### src/design/line_follower_stepper_drive_defines.svh
// Assertion macros for the line follower stepper drive.
`ifndef LINE_FOLLOWER_STEPPER_DRIVE_DEFINES_SVH
`define LINE_FOLLOWER_STEPPER_DRIVE_DEFINES_SVH

`ifndef ASSERT_OFF

`define LFSD_ASSERT_IMPLIES(label, clock, resetn, ante, cons) \
    label: assert property (@(posedge clock) disable iff (!(resetn)) \
        (ante) |-> (cons)) else $error("lfsd: same-cycle check failed");

`define LFSD_ASSERT_NEXT(label, clock, resetn, ante, cons) \
    label: assert property (@(posedge clock) disable iff (!(resetn)) \
        (ante) |=> (cons)) else $error("lfsd: next-cycle check failed");

`else

`define LFSD_ASSERT_IMPLIES(label, clock, resetn, ante, cons)

`define LFSD_ASSERT_NEXT(label, clock, resetn, ante, cons)

`endif

`endif

### src/design/lfsd_pkg.sv
// Types, constants and lookup functions for the line follower stepper drive.
package lfsd_pkg;

    typedef enum logic [1:0] {
        MODE_IDLE      = 2'd0,
        MODE_STRAIGHT  = 2'd1,
        MODE_LEFT_COR  = 2'd2,
        MODE_RIGHT_COR = 2'd3
    } drive_mode_t;

    localparam int unsigned PERIOD_W     = 16;
    localparam int unsigned PHASE_W      = 4;
    localparam int unsigned SENSOR_W     = 8;
    localparam logic [PERIOD_W-1:0] PERIOD_RESET = 16'd50;
    localparam logic [PHASE_W-1:0]  PHASE_FALLBACK = 4'hC;

    typedef logic [PHASE_W-1:0] phase_t;

    function automatic drive_mode_t classify(input logic [SENSOR_W-1:0] s);
        drive_mode_t m;
        unique case (s) inside
            8'h0F, 8'h0E, 8'h07: m = MODE_STRAIGHT;
            8'h0B, 8'h03:        m = MODE_RIGHT_COR;
            8'h0D, 8'h0C:        m = MODE_LEFT_COR;
            default:             m = MODE_IDLE;
        endcase
        return m;
    endfunction

    // left sequence: 9 8 C 4 6 2 3 1
    function automatic phase_t left_step(input phase_t p);
        phase_t n;
        unique case (p)
            4'h9:    n = 4'h8;
            4'h8:    n = 4'hC;
            4'hC:    n = 4'h4;
            4'h4:    n = 4'h6;
            4'h6:    n = 4'h2;
            4'h2:    n = 4'h3;
            4'h3:    n = 4'h1;
            4'h1:    n = 4'h9;
            default: n = PHASE_FALLBACK;
        endcase
        return n;
    endfunction

    // right sequence: 9 1 3 2 6 4 C 8
    function automatic phase_t right_step(input phase_t p);
        phase_t n;
        unique case (p)
            4'h9:    n = 4'h1;
            4'h1:    n = 4'h3;
            4'h3:    n = 4'h2;
            4'h2:    n = 4'h6;
            4'h6:    n = 4'h4;
            4'h4:    n = 4'hC;
            4'hC:    n = 4'h8;
            4'h8:    n = 4'h9;
            default: n = PHASE_FALLBACK;
        endcase
        return n;
    endfunction

endpackage

### src/design/line_follower_stepper_drive.sv
// Line follower stepper drive: prescaler, sensor classification and half-step sequencing.
//
// Input channel (in_valid, in_stall, op, sensor_bits): op 0 is a timer tick, op 1 a
// start/stop press. A transfer happens at a clock edge with in_valid high and in_stall low.
// Output channel (out_valid, out_stall, motor_drive, mode, stepped, running): one result
// per input transfer, in order; a transfer happens with out_valid high and out_stall low.
// Configuration channel (cfg_valid, cfg_ready, cfg_data): writes update_period; cfg_ready
// is always high. Write it only while no item is in flight.
// An item passes from the input register to the result register, from which its result
// transfers. Throughput: one item per cycle while the receiver does not stall, set by the
// single state update that happens as an item moves from the input register to the result
// register.
// Reset clears the prescaler, both phases, the skip parities and the run flag, sets the
// mode to straight and the period to 50. When the receiver stalls, the result register
// holds; an item in the input register waits, in_stall high, until the result leaves.
`include "line_follower_stepper_drive_defines.svh"

module line_follower_stepper_drive (
    input  logic                           clk,
    input  logic                           rst_n,
    input  logic                           in_valid,
    output logic                           in_stall,
    input  logic                           op,
    input  logic [lfsd_pkg::SENSOR_W-1:0]  sensor_bits,
    output logic                           out_valid,
    input  logic                           out_stall,
    output logic [7:0]                     motor_drive,
    output logic [1:0]                     mode,
    output logic                           stepped,
    output logic                           running,
    input  logic                           cfg_valid,
    output logic                           cfg_ready,
    input  logic [lfsd_pkg::PERIOD_W-1:0]  cfg_data
);
    import lfsd_pkg::*;

    logic [PERIOD_W-1:0] period_reg;
    logic [PERIOD_W-1:0] tick_count_reg, tick_count_next;
    phase_t              left_phase_reg, left_phase_next;
    phase_t              right_phase_reg, right_phase_next;
    drive_mode_t         drive_mode_reg, drive_mode_next;
    logic                left_par_reg, left_par_next;
    logic                right_par_reg, right_par_next;
    logic                run_reg, run_next;

    logic                s1_valid_reg;
    logic                s1_op_reg;
    logic [SENSOR_W-1:0] s1_sensor_reg;

    logic                out_valid_reg;
    logic [7:0]          out_drive_reg;
    logic [1:0]          out_mode_reg;
    logic                out_stepped_reg;
    logic                out_running_reg;

    logic                out_load;
    logic                s1_fire;
    logic                in_fire;
    logic                upd;
    logic [PERIOD_W-1:0] tick_inc;
    drive_mode_t         cls;

    assign cfg_ready = 1'b1;

    assign out_load = !out_valid_reg || !out_stall;
    assign s1_fire  = s1_valid_reg && out_load;
    assign in_stall = s1_valid_reg && !out_load;
    assign in_fire  = in_valid && !in_stall;

    always_comb
    begin
        tick_inc         = tick_count_reg + 16'd1;
        cls              = classify(s1_sensor_reg);
        upd              = !s1_op_reg && run_reg && (tick_inc == period_reg);
        run_next         = run_reg ^ s1_op_reg;
        tick_count_next  = tick_count_reg;
        left_phase_next  = left_phase_reg;
        right_phase_next = right_phase_reg;
        drive_mode_next  = drive_mode_reg;
        left_par_next    = left_par_reg;
        right_par_next   = right_par_reg;
        if (!s1_op_reg && run_reg)
        begin
            tick_count_next = upd ? '0 : tick_inc;
        end
        if (upd)
        begin
            drive_mode_next = cls;
            case (cls)
                MODE_STRAIGHT:
                begin
                    left_phase_next  = left_step(left_phase_reg);
                    right_phase_next = right_step(right_phase_reg);
                end
                MODE_LEFT_COR:
                begin
                    right_phase_next = right_step(right_phase_reg);
                    if (left_par_reg)
                    begin
                        left_phase_next = left_step(left_phase_reg);
                    end
                    left_par_next = !left_par_reg;
                end
                MODE_RIGHT_COR:
                begin
                    left_phase_next = left_step(left_phase_reg);
                    if (right_par_reg)
                    begin
                        right_phase_next = right_step(right_phase_reg);
                    end
                    right_par_next = !right_par_reg;
                end
                default:
                begin
                end
            endcase
        end
    end

    always_ff @(posedge clk or negedge rst_n)
    begin
        if (!rst_n)
        begin
            period_reg <= PERIOD_RESET;
        end
        else if (cfg_valid && cfg_ready)
        begin
            period_reg <= cfg_data;
        end
    end

    // advance drive state as each item leaves the input register
    always_ff @(posedge clk or negedge rst_n)
    begin
        if (!rst_n)
        begin
            tick_count_reg  <= '0;
            left_phase_reg  <= '0;
            right_phase_reg <= '0;
            drive_mode_reg  <= MODE_STRAIGHT;
            left_par_reg    <= 1'b0;
            right_par_reg   <= 1'b0;
            run_reg         <= 1'b0;
        end
        else if (s1_fire)
        begin
            tick_count_reg  <= tick_count_next;
            left_phase_reg  <= left_phase_next;
            right_phase_reg <= right_phase_next;
            drive_mode_reg  <= drive_mode_next;
            left_par_reg    <= left_par_next;
            right_par_reg   <= right_par_next;
            run_reg         <= run_next;
        end
    end

    always_ff @(posedge clk or negedge rst_n)
    begin
        if (!rst_n)
        begin
            s1_valid_reg  <= 1'b0;
            out_valid_reg <= 1'b0;
        end
        else
        begin
            if (!s1_valid_reg || out_load)
            begin
                s1_valid_reg <= in_fire;
            end
            if (out_load)
            begin
                out_valid_reg <= s1_valid_reg;
            end
        end
    end

    always_ff @(posedge clk)
    begin
        if (in_fire)
        begin
            s1_op_reg     <= op;
            s1_sensor_reg <= sensor_bits;
        end
        if (s1_fire)
        begin
            out_drive_reg   <= {right_phase_next, left_phase_next};
            out_mode_reg    <= drive_mode_next;
            out_stepped_reg <= upd;
            out_running_reg <= run_next;
        end
    end

    assign out_valid   = out_valid_reg;
    assign motor_drive = out_drive_reg;
    assign mode        = out_mode_reg;
    assign stepped     = out_stepped_reg;
    assign running     = out_running_reg;

    `LFSD_ASSERT_IMPLIES(a_step_needs_run, clk, rst_n, out_valid_reg && out_stepped_reg, out_running_reg)
    `LFSD_ASSERT_IMPLIES(a_stall_only_when_blocked, clk, rst_n, in_stall, out_valid_reg && out_stall)
    `LFSD_ASSERT_NEXT(a_update_clears_count, clk, rst_n, s1_fire && upd, tick_count_reg == '0)

endmodule
### config.mk
export PLATFORM = sky130hd
export DESIGN_NAME = line_follower_stepper_drive
export DESIGN_NICKNAME = d
export VERILOG_FILES = /design/src/design/lfsd_pkg.sv /design/src/design/line_follower_stepper_drive.sv
export VERILOG_INCLUDE_DIRS = /design/src /design/src/design
export SDC_FILE = /design/constraint.sdc
export NUM_CORES = 1
export LEC_CHECK = 0
export BUFFER_PORTS_ARGS = -buffer_cell sky130_fd_sc_hd__buf_2
export CAP_MARGIN = 0
export CELL_PAD_IN_SITES_DETAIL_PLACEMENT = 0
export CELL_PAD_IN_SITES_GLOBAL_PLACEMENT = 1
export CORE_MARGIN = 5
export CORE_UTILIZATION = 45
export CTS_BUF_LIST = sky130_fd_sc_hd__clkbuf_2
export DETAILED_ROUTE_END_ITERATION = 7
export PLACE_DENSITY = 0.87
export SKIP_CTS_REPAIR_TIMING = 1
export SYNTH_ARGS = -nofsm -noshare
export SYNTH_HDL_FRONTEND = slang
export SYNTH_SLANG_ARGS = --single-unit
export TNS_END_PERCENT = 5
### constraint.sdc
create_clock -name clk -period 4.7 [get_ports clk]
set_clock_uncertainty 0.1 [all_clocks]
set_input_delay 0.705 -clock clk [delete_from_list [all_inputs] [get_ports clk]]
set_output_delay 0.705 -clock clk [all_outputs]
set_load 0.01 [all_outputs]
# Yosys cells after proc, flatten, opt, wreduce, memory -nomap -nowiden

Memories as Yosys holds them, arrays and structs flattened.
Index checks and enable logic that the tools add are counted.

Register bits: 68
ROM bits: 384
Bits of input ports: 30
Output and inout bits: 15
Word-level logic and storage cells: 65
Memories kept: 6

Memory list:

| memory           | words | bits a word | read ports | clocked after Yosys merged registers in | wr ports | line           | source |
|---|---|---|---|---|---|---|---|
| (name not given) | 16    | 4           | 1          | 0                                       | 0        | lfsd_pkg.sv:33 | `unique case (p)` |
| (name not given) | 16    | 4           | 1          | 0                                       | 0        | lfsd_pkg.sv:50 | `unique case (p)` |
| (name not given) | 16    | 4           | 1          | 0                                       | 0        | lfsd_pkg.sv:50 |  |
| (name not given) | 16    | 4           | 1          | 0                                       | 0        | lfsd_pkg.sv:33 |  |
| (name not given) | 16    | 4           | 1          | 0                                       | 0        | lfsd_pkg.sv:33 |  |
| (name not given) | 16    | 4           | 1          | 0                                       | 0        | lfsd_pkg.sv:50 |  |

Add/sub/neg operators: 1
Equal/unequal tests: 11
Muxes and demuxes: 9
Bitwise gates (word level): 1
Reductions and logical operators: 21

Operators with widths:

| kind                                          | count |
|---|---|
| == test 8 x 4 -> 1 bit, second input constant | 5 |
| case mux 4 bit (3 select lines)               | 2 |
| adder 16 x 1 -> 16 bit, second input constant | 1 |
| == test 16 bit                                | 1 |
| 2-to-1 mux 16 bit                             | 1 |
| 2-to-1 mux 4 bit                              | 4 |
| == test 8 x 2 -> 1 bit, second input constant | 1 |
| == test 8 x 3 -> 1 bit, second input constant | 1 |
| logical NOT 1 bit                             | 8 |
| case mux 2 bit (3 select lines)               | 1 |
| AND reduction 3 bit                           | 2 |
| logical AND 1 bit                             | 5 |
| == test 2 bit, second input constant          | 2 |
| OR reduction 2 bit                            | 2 |
| OR reduction 3 bit                            | 1 |
| == test 2 x 1 -> 1 bit, second input constant | 1 |
| logical OR 1 bit                              | 2 |
| 2-to-1 mux 2 bit                              | 1 |
| AND reduction 2 bit                           | 1 |
| XOR 1 bit                                     | 1 |

# Longest topological paths before layout

Depth in word-level cells: 6
Gate-level depth with buffers: 11

# Least setup slack after synthesis

OpenSTA, ideal clock, no wires.

Path type: register -> register
Start point: reg tick_count_reg[0]
End point: reg out_mode_reg[0], in the netlist mode[0], data pin
Data arrival time: 2608 ps
Data required time: 4332 ps
Setup slack: 1724 ps
Cell stages (with the launch flop): 11
Period minus slack after synthesis: 2976 ps
Cell sequence: dfrtp_1 > ha_1 > nand3_1 > nor3_1 > xnor2_1 > or4bb_1 > or4_4 > buf_6 > clkbuf_1 > nand2_1 > o21ai_0

Longest elaborated chain between the ends: 4

Ends and longest elaborated chain:

| element                  | line                               | source |
|---|---|---|
| start: declaration       | line_follower_stepper_drive.sv:38  | `logic [PERIOD_W-1:0] tick_count_reg, tick_count_next;` |
| start signal: assignment | line_follower_stepper_drive.sv:147 | `tick_count_reg <= tick_count_next;` |
| adder 16 x 1 -> 16 bit   | line_follower_stepper_drive.sv:72  | `tick_inc = tick_count_reg + 16'd1;` |
| == test 16 bit           | line_follower_stepper_drive.sv:74  | `upd = !s1_op_reg && run_reg && (tick_inc == period_reg);` |
| logical AND 1 bit        | line_follower_stepper_drive.sv:74  |  |
| 2-to-1 mux 2 bit         | line_follower_stepper_drive.sv:86  | `if (upd)` |
| via drive_mode_next[0]   | line_follower_stepper_drive.sv:41  | `drive_mode_t drive_mode_reg, drive_mode_next;` |
| end signal: assignment   | line_follower_stepper_drive.sv:187 | `out_mode_reg <= drive_mode_next;` |
| end: declaration         | line_follower_stepper_drive.sv:52  | `logic [1:0] out_mode_reg;` |

The timed path passes the listed nets, and every way through them passes these cells.
A chain may end at the register's enable or synchronous reset.

# Final worst setup path

Start point: reg tick_count_reg[0]
End point: reg right_phase_reg[2]

Longest elaborated chain between the ends: 4

Ends and longest elaborated chain:

| element                | line                               | source |
|---|---|---|
| adder 16 x 1 -> 16 bit | line_follower_stepper_drive.sv:72  |  |
| == test 16 bit         | line_follower_stepper_drive.sv:74  |  |
| logical AND 1 bit      | line_follower_stepper_drive.sv:74  |  |
| 2-to-1 mux 4 bit       | line_follower_stepper_drive.sv:86  |  |
| end signal: assignment | line_follower_stepper_drive.sv:149 | `right_phase_reg <= right_phase_next;` |
| end: declaration       | line_follower_stepper_drive.sv:40  | `phase_t right_phase_reg, right_phase_next;` |

Every way passes these cells.

==> run metrics <==
setup violators final=0; element type at the critical path end=register; Final Cell Area=4050 sq um; First-pass DRT Iterations=4; Initial Util=a little under half; initial antenna violation count=0; share of cells above drive strength 1=23.1%; Worst-Skew Late Latency=0.51 ns; Post-Syn Area per Cell=slightly above 10 sq um; asr flop ratio synth=69.1%; CTS tree=built; hold crit path type=in -> async; CP bufs+invs=0; max cap viols=0; number of core rows=33; gr ovfl total=0; Crit path max-delay family=simple AND/OR/NAND/NOR gates; status=complete, no violations; Diodes inserted=0; Tot GR Track Use=between 10 and 15%; EDFF count, synth=21; Tcrit/Tclk final=80.5%; Final GP Congestion=between 0.8 and 0.9; area leader, netlist=dfrtp_1; Min Clock Period, post-route=3.78 ns; Commonest cells post-synth=nand2_1, dfrtp_1, o21ai_0; RSZ-0062 raised after global routing=no; critical path class=reg -> reg; CTS Buffer Depth=2; largest net degree at the start of global routing=48; via density per instance=about 5.5; CTS Sinks=68; # DRC=0; DIE HEIGHT=101 um; Pleak=approximately 1.6 nW; final WL=7110 um; post-DP HPWL=4920 um; cts bufs inserted=9; Slew @ Worst Pin=0.891 ns; full die area=10,200 sq um; post-route insts no fill=508; Critical Path Slowest Stage Cell=or4_4; port buffer count=43; Fmax=between 200 and 300 MHz; Worst-path clk slew=0.21 ns; Pwr Density=340 nW/um^2; Synth Flop Type=dfrtp_1; Worst Path Required=5.02 ns; CP cell instances=ha_1, nand3_1, nor3_1, xnor2_1, or4bb_1, or4_4, nor2_1, mux2_2; sequential share of the synthesized area=between 40% and 50%; Area Growth Syn to Fin=9.18%; NumNets Final=433; Setup TNS=0 ns; clk root buf=clkbuf_2; DP Cell Count=approximately 490; Routed Antenna Nets=0; Worst VDD drop=a little over 0.2 mV; Slew Limit Fails=0; FILL cells=760; Synthesis Warnings=0; core area=8130 sq um; Slew headroom=40.4%; dpl cell area=3930 sq um; syn_nets=404; ranking of synthesized cells by area=dfrtp_1, edfxtp_1, mux2_2; number of global-route vias before repair=2,498; storage element area=1810 sq um; Post-Route Utilization=approximately half; Wirelength per Cell=14.0 um; wire length of the first global-routing pass=12,000 um; H-tree Lvls=3; Multi-input gate area=approximately 1700 sq um; slowest stage delay, CP=0.70 ns; Post-Synthesis Cells=369; Crit Path Max Fanout=38; Mapped Area=3710 sq um; Final Hold Viols=0; Iter 0 DRT Violations=132; Final WS setup=0.916 ns; top-count cell post-synth=nand2_1; Yosys reg bits=68; critical path arrival=4.11 ns; top-area cell type share of the netlist area=29.0%; Synth cell types=53; CP Launch Type=register; Ports=45; Die X=between 100 and 150 um; worst slack, placed=~0.95 ns; Vias=2,773
final timing paths:
| path | start | end | slack [ns] | cells after the start |
|---|---|---|---|---|
| max in group asynchronous | rst_n | tick_count_reg[11]$_DFFE_PN0P_ | 3.93 | 2 |
| worst max-delay path | tick_count_reg[0]$_DFFE_PN0P_ | right_phase_reg[2]$_DFFE_PN0P_ | 0.92 | 8 |
| min in group clk | sensor_bits[4] | s1_sensor_reg[4]$_DFFE_PP_ | 0.25 | 1 |
| worst min register to register | run_reg$_DFFE_PN0P_ | run_reg$_DFFE_PN0P_ | 0.43 | 2 |
| worst min-delay path | rst_n | right_par_reg$_DFFE_PN0P_ | 0.16 | 2 |
| worst max register to register | tick_count_reg[0]$_DFFE_PN0P_ | right_phase_reg[2]$_DFFE_PN0P_ | 0.92 | 8 |
cell families after synthesis:
logic type,Yosys count,synth area share [%]
AND/OR/NAND/NOR,138,19.2
AO/OA/AOI/OAI,73,12.7
flip-flops,68,48.9
buffers and inverters,37,4.76
XOR/XNOR,25,6.11
multiplexers,22,6.65
adder cells (fa/ha/maj),5,1.69
other,1,0.101
worst reg2reg max path, delay by kind of cell, from the launching register on:
family,cells,cell delay (ns)
flops,1,0.50
xor+xnor,1,0.20
fa+ha+maj,1,0.28
mux,1,0.36
simple gates,5,2.26
final cells by class:
cell class	instances	share of cell area (%)
clock inverter	7	1.89
clock buffer	9	1.11
tap	105	3.24
timing repair buffer	44	5.50
inverter	11	1.02
multi-input combinational	264	42.5
sequential	68	44.7
layout by cell type (no fill, tap or decap), types with 5 or more instances in the layout:
cell and instances:
a21o_1 5, o21ai_0 28, a21oi_1 7, nor4_1 6, buf_2 43, nand2_1 52, nand3_1 24, clkbuf_2 9
nor2_1 10, xnor2_1 17, dfrtp_1 43, xor2_1 7, o31ai_1 6, mux2_2 21, nor3b_1 5, o211ai_1 9
nor3_1 10, inv_1 10, ha_1 5, edfxtp_1 21
power breakdown:
group | switching [mW] | internal (mW) | leakage (nW)
sequential | 0.0447 | 0.660 | 0.700
clock | 0.232 | 0.125 | 0.0685
combinational | 0.175 | 0.142 | 0.832
total | 0.452 | 0.927 | 1.60
per-layer routing:
metal  global-route usage, %  up-vias  part of all wire (%)  wire length, um
met3                    2.84       10                   4.0              284
met4                    6.84        0                   1.7              120
met1                    22.1     1304                    50             3560
li1                        -     1392                     -                -
met2                    21.1       67                    44             3140
met5                       0        -                     0                0
stage by stage:
stage / hold slack (ns) / total power, mW
after global routing: 0.140 / 1.46
final: 0.158 / 1.38
after floorplan: 0.309 / 0.960
after detailed placement: 0.391 / 1.03
after CTS: 0.144 / 1.39
after global placement: 0.371 / 1.02
No activity file was read; power rests on OpenSTA's default activity.
